$ cat config.mk
export PLATFORM = sky130hd
export DESIGN_NAME = epm_front
export DESIGN_NICKNAME = d
export VERILOG_FILES = /design/src/epm_pkg.sv /design/src/epm_front.sv
export SDC_FILE = /design/constraint.sdc
export NUM_CORES = 1
export LEC_CHECK = 0
export BUFFER_PORTS_ARGS = -buffer_cell sky130_fd_sc_hd__buf_2
export CORE_MARGIN = 3
export CORE_UTILIZATION = 56
export DETAILED_ROUTE_END_ITERATION = 12
export GPL_ROUTABILITY_DRIVEN = 0
export GPL_TIMING_DRIVEN = 0
export PLACE_DENSITY = 0.92
export SLEW_MARGIN = 5
export SYNTH_ARGS = -nofsm -noshare
export SYNTH_HDL_FRONTEND = slang
export SYNTH_SLANG_ARGS = --single-unit
$ cat constraint.sdc
create_clock -name i_clk -period 16.8 [get_ports i_clk]
set_input_delay 0.84 -clock i_clk [delete_from_list [all_inputs] [get_ports i_clk]]
set_output_delay 0.84 -clock i_clk [all_outputs]
set_load 0.01 [all_outputs]
$ cat src/epm_pkg.sv
// edge point pair merger: shared constants, state codes and handshake types
// depends on nothing; imported by every module of the block
package epm_pkg;

    // width of the merge distance register
    localparam int MD_WIDTH = 31;

    // front queue depth and pointer width
    localparam int Q_DEPTH = 2;
    localparam int Q_PTR_W = $clog2(Q_DEPTH);

    // back sequencer states
    localparam logic [3:0] S_IDLE  = 4'd0;
    localparam logic [3:0] S_DIFF  = 4'd1;
    localparam logic [3:0] S_MUL   = 4'd2;
    localparam logic [3:0] S_ACC   = 4'd3;
    localparam logic [3:0] S_SQRT  = 4'd4;
    localparam logic [3:0] S_DINIT = 4'd5;
    localparam logic [3:0] S_DIV   = 4'd6;
    localparam logic [3:0] S_MID   = 4'd7;
    localparam logic [3:0] S_MID2  = 4'd8;
    localparam logic [3:0] S_FIN   = 4'd9;
    localparam logic [3:0] S_DRAIN = 4'd10;

    // queue head status seen by the back end
    typedef struct packed {
        logic avail;
        logic last;
    } t_q_stat;

endpackage

$ cat src/epm_front.sv
// edge point pair merger front end: accepts points and queues them
// depends on epm_pkg
module epm_front import epm_pkg::*; #(
    parameter int PW = 32,
    parameter int NW = 16
) (
    input  logic                 i_clk,
    input  logic                 i_rst_n,
    input  logic                 i_valid,
    output logic                 o_stall,
    input  logic signed [PW-1:0] i_pos [3],
    input  logic signed [NW-1:0] i_nrm [3],
    input  logic                 i_last,
    output t_q_stat              o_stat,
    output logic signed [PW-1:0] o_pos [3],
    output logic signed [NW-1:0] o_nrm [3],
    input  logic                 i_pop
);

    logic signed [PW-1:0] r_pos  [Q_DEPTH][3];
    logic signed [NW-1:0] r_nrm  [Q_DEPTH][3];
    logic                 r_last [Q_DEPTH];
    logic [Q_PTR_W-1:0]   r_wp, r_rp;
    logic [Q_PTR_W:0]     r_cnt;
    logic                 w_push, w_pop;

    // transaction accept and head pop
    assign o_stall = (r_cnt == (Q_PTR_W+1)'(Q_DEPTH));
    assign w_push  = i_valid && !o_stall;
    assign w_pop   = i_pop && o_stat.avail;

    // head of queue, classified by end of segment marker
    assign o_stat.avail = (r_cnt != '0);
    assign o_stat.last  = r_last[r_rp];
    assign o_pos        = r_pos[r_rp];
    assign o_nrm        = r_nrm[r_rp];

    // queue storage
    always_ff @(posedge i_clk) begin
        if (w_push) begin
            r_pos[r_wp]  <= i_pos;
            r_nrm[r_wp]  <= i_nrm;
            r_last[r_wp] <= i_last;
        end
    end

    // pointers and fill count
    always_ff @(posedge i_clk) begin
        if (!i_rst_n) begin
            r_wp  <= '0;
            r_rp  <= '0;
            r_cnt <= '0;
        end else begin
            if (w_push) r_wp <= r_wp + 1'b1;
            if (w_pop)  r_rp <= r_rp + 1'b1;
            if (w_push && !w_pop)      r_cnt <= r_cnt + 1'b1;
            else if (w_pop && !w_push) r_cnt <= r_cnt - 1'b1;
        end
    end

endmodule

==> out/results.txt <==
Outcome: finished, final reports clean
1st-pass router iterations: 4
WP buf/inv: 4
CTS Buf Count: 30
Vias in the first global route: 6135
Final period utilization: 16.3%
Synth warnings: 0
Slew Limit Fails: 0
Port Buffer Count: 295
Initial Util: 57.6%
RR Startpoint: r_cnt[0]
HP Start: i_pos[38]
Mapped Nets: 626
Worst path most repeated cell: buf_6
Finished Layout Cells: 1097
Top-count cell post-synth: edfxtp_1
Crit path kind: flop to output pin
Crit Path Max Fanout: 10
Syn avg cell area: 22.9 µm²
Main area contributors after synthesis: edfxtp_1 80%, mux2_2 9.8%, mux2_4 6.9%
Via count: 5711
Clock buffer depth: 3
Nets: 964
Row count: 50
Sequential share of the synthesized area: 80.9%
Avg Vias per Cell: 5.21
# resized after CTS: 0
Grt ovf: 0
Total Routed Length: 22.7 mm
Filler instances: 1134
Final worst clock skew: 0.0186 ns
Pwr dens: 155 nW/µm²
Maximum vdd drop: 0.146 mV
Total chip power: 2150 µW
Critical path cell sequence: buf_6 > buf_6 > buf_6 > mux2_4 > buf_2
Slew HR: 58.7%
Synth Register Bits: 295
I/O pin cnt: 296
Syn Inst Count: 476
EDFF count, synth: 290
CTS tree: yes
CP Data Required Time: 15.96 ns
Unique cell type count in the Yosys netlist: 22
Area Growth Syn to Fin: 27.5%
Hold Path Class: primary input to flop
Leak: 0.00534 µW
Clock period minus worst slack: 2.75 ns
DRT iter0 DRCs: 287
Final-report hold violation count: 0
Remaining antenna violation count after routing: 0
Least-Margin Pin Slew: 0.620 ns
Inst Count DP: 1042
Setup WS post-layout: 14.05 ns
Worst slack, placed: 14.34 ns
Layout cell share with drive strength beyond 1: 61.4%
Core Util, Final: 73.5%
Skew-Pair Late Insertion Delay: 0.54 ns
FFs w/ async S/R, synth: 0%
Setup crit end kind: output pin
Reg clk slew, reported paths: 0.06 ns
Full die area: 21200 µm²
Gr usage total: 20.9%
Primary FF master, synth: edfxtp_1
Chip width: 145 µm
Die Ht: 145 µm
Initial antenna violation count: 2
Setup violators final: 0
Clock Tree Root: clkbuf_16
H-Tree Depth: 1
DRC: 0
Largest net degree at the start of global routing: 57
Routed WL per cell: 20.7 µm
Slowest CP cell: mux2_4
Setup TNS: 0 ns
CTS Hold Buffers Added: 0
First-pass GRT wire length: 34.6 mm
RSZ-0062 raised after global routing: no
Leading area contributor after synthesis: edfxtp_1
Hpwl dp: 15.4 mm
Max-Cap Viols: 0
Post-synth top cells: 290 x edfxtp_1, 95 x mux2_2, 50 x mux2_4
Sink Count: 295
Postcts setup bufs: 0
Peak Freq: 364 MHz
Critical path arrival: 1.91 ns
Area share of the largest cell type after synthesis: 80.0%
Cell family with most CP delay: buffers and inverters
Post-Syn Area: 10900 µm²
Slowest stage delay, CP: 0.33 ns
Core area: 18900 µm²
Critical Path Start Type: flop
-- final timing paths --
kind | to | slack [ns] | cells after the start
max | o_pos[84] | 14.05 | 5
min | r_pos[0][38] | 0.49 | 1
max reg2reg | r_nrm[0][42] | 14.75 | 6
min reg2reg | r_cnt[1] | 0.52 | 2
-- layout by cell type (no fill, tap or decap), types with 2 or more instances in the layout --
master and instances:
buf_6 7, mux2_2 95, mux2_4 50, bufinv_16 2, buf_16 5, clkinv_1 2
buf_2 304, and2_1 3, clkbuf_1 9, edfxtp_1 290, clkinv_2 6, clkbuf_8 2
xnor2_1 2, dfxtp_1 5, inv_1 2, buf_8 6, clkbuf_16 31
-- power breakdown --
group          internal [µW]  switching [µW]
sequential               924            26.2
combinational            278             290
clock                    377             255
total                   1580             572
-- metrics by stage --
step / instance area [µm²] / hold WS, ns
3_3_place_gp: 12700 / 0.498
3_5_place_dp: 12900 / 0.515
2_1_floorplan: 10900 / 0.479
5_1_grt: 13900 / 0.469
4_1_cts: 13900 / 0.468
6_report: 13900 / 0.487
-- per-layer routing --
layer  part of all wire [%]  vias up  track usage (%)
met5                   0.11        -                0
met4                    2.8        4             5.94
met3                    8.3       48             6.20
met2                     53      262             37.7
met1                     36     2811             24.3
li1                       -     2586                -
-- kinds of logic after synthesis --
logic type | share of synthesized area (%)
xor+xnor | 0.241
buf+inv | 1.21
mux | 16.7
compound gates | 0.299
fa+ha+maj | 0.115
flops | 80.9
simple gates | 0.529
-- state kept, by name (all words and copies together) (netlist names), named ones only --
register	cells
r_cnt	2
r_wp	1
r_last	2
r_nrm	96
r_rp	1
r_pos	192
-- cell type report --
cell class	instances	area [µm²]	area share (%)
multi-input cells	163	1960	14.1
plain buffers	16	124	0.892
well taps	260	325	2.34
clock inverters	12	115	0.829
repair buffers	306	1700	12.3
flip-flops and latches	295	8810	63.4
inverters	2	7.51	0.0541
clock buffers	42	837	6.03
diodes	1	2.50	0.0180
(Power assumes the default switching activity.)
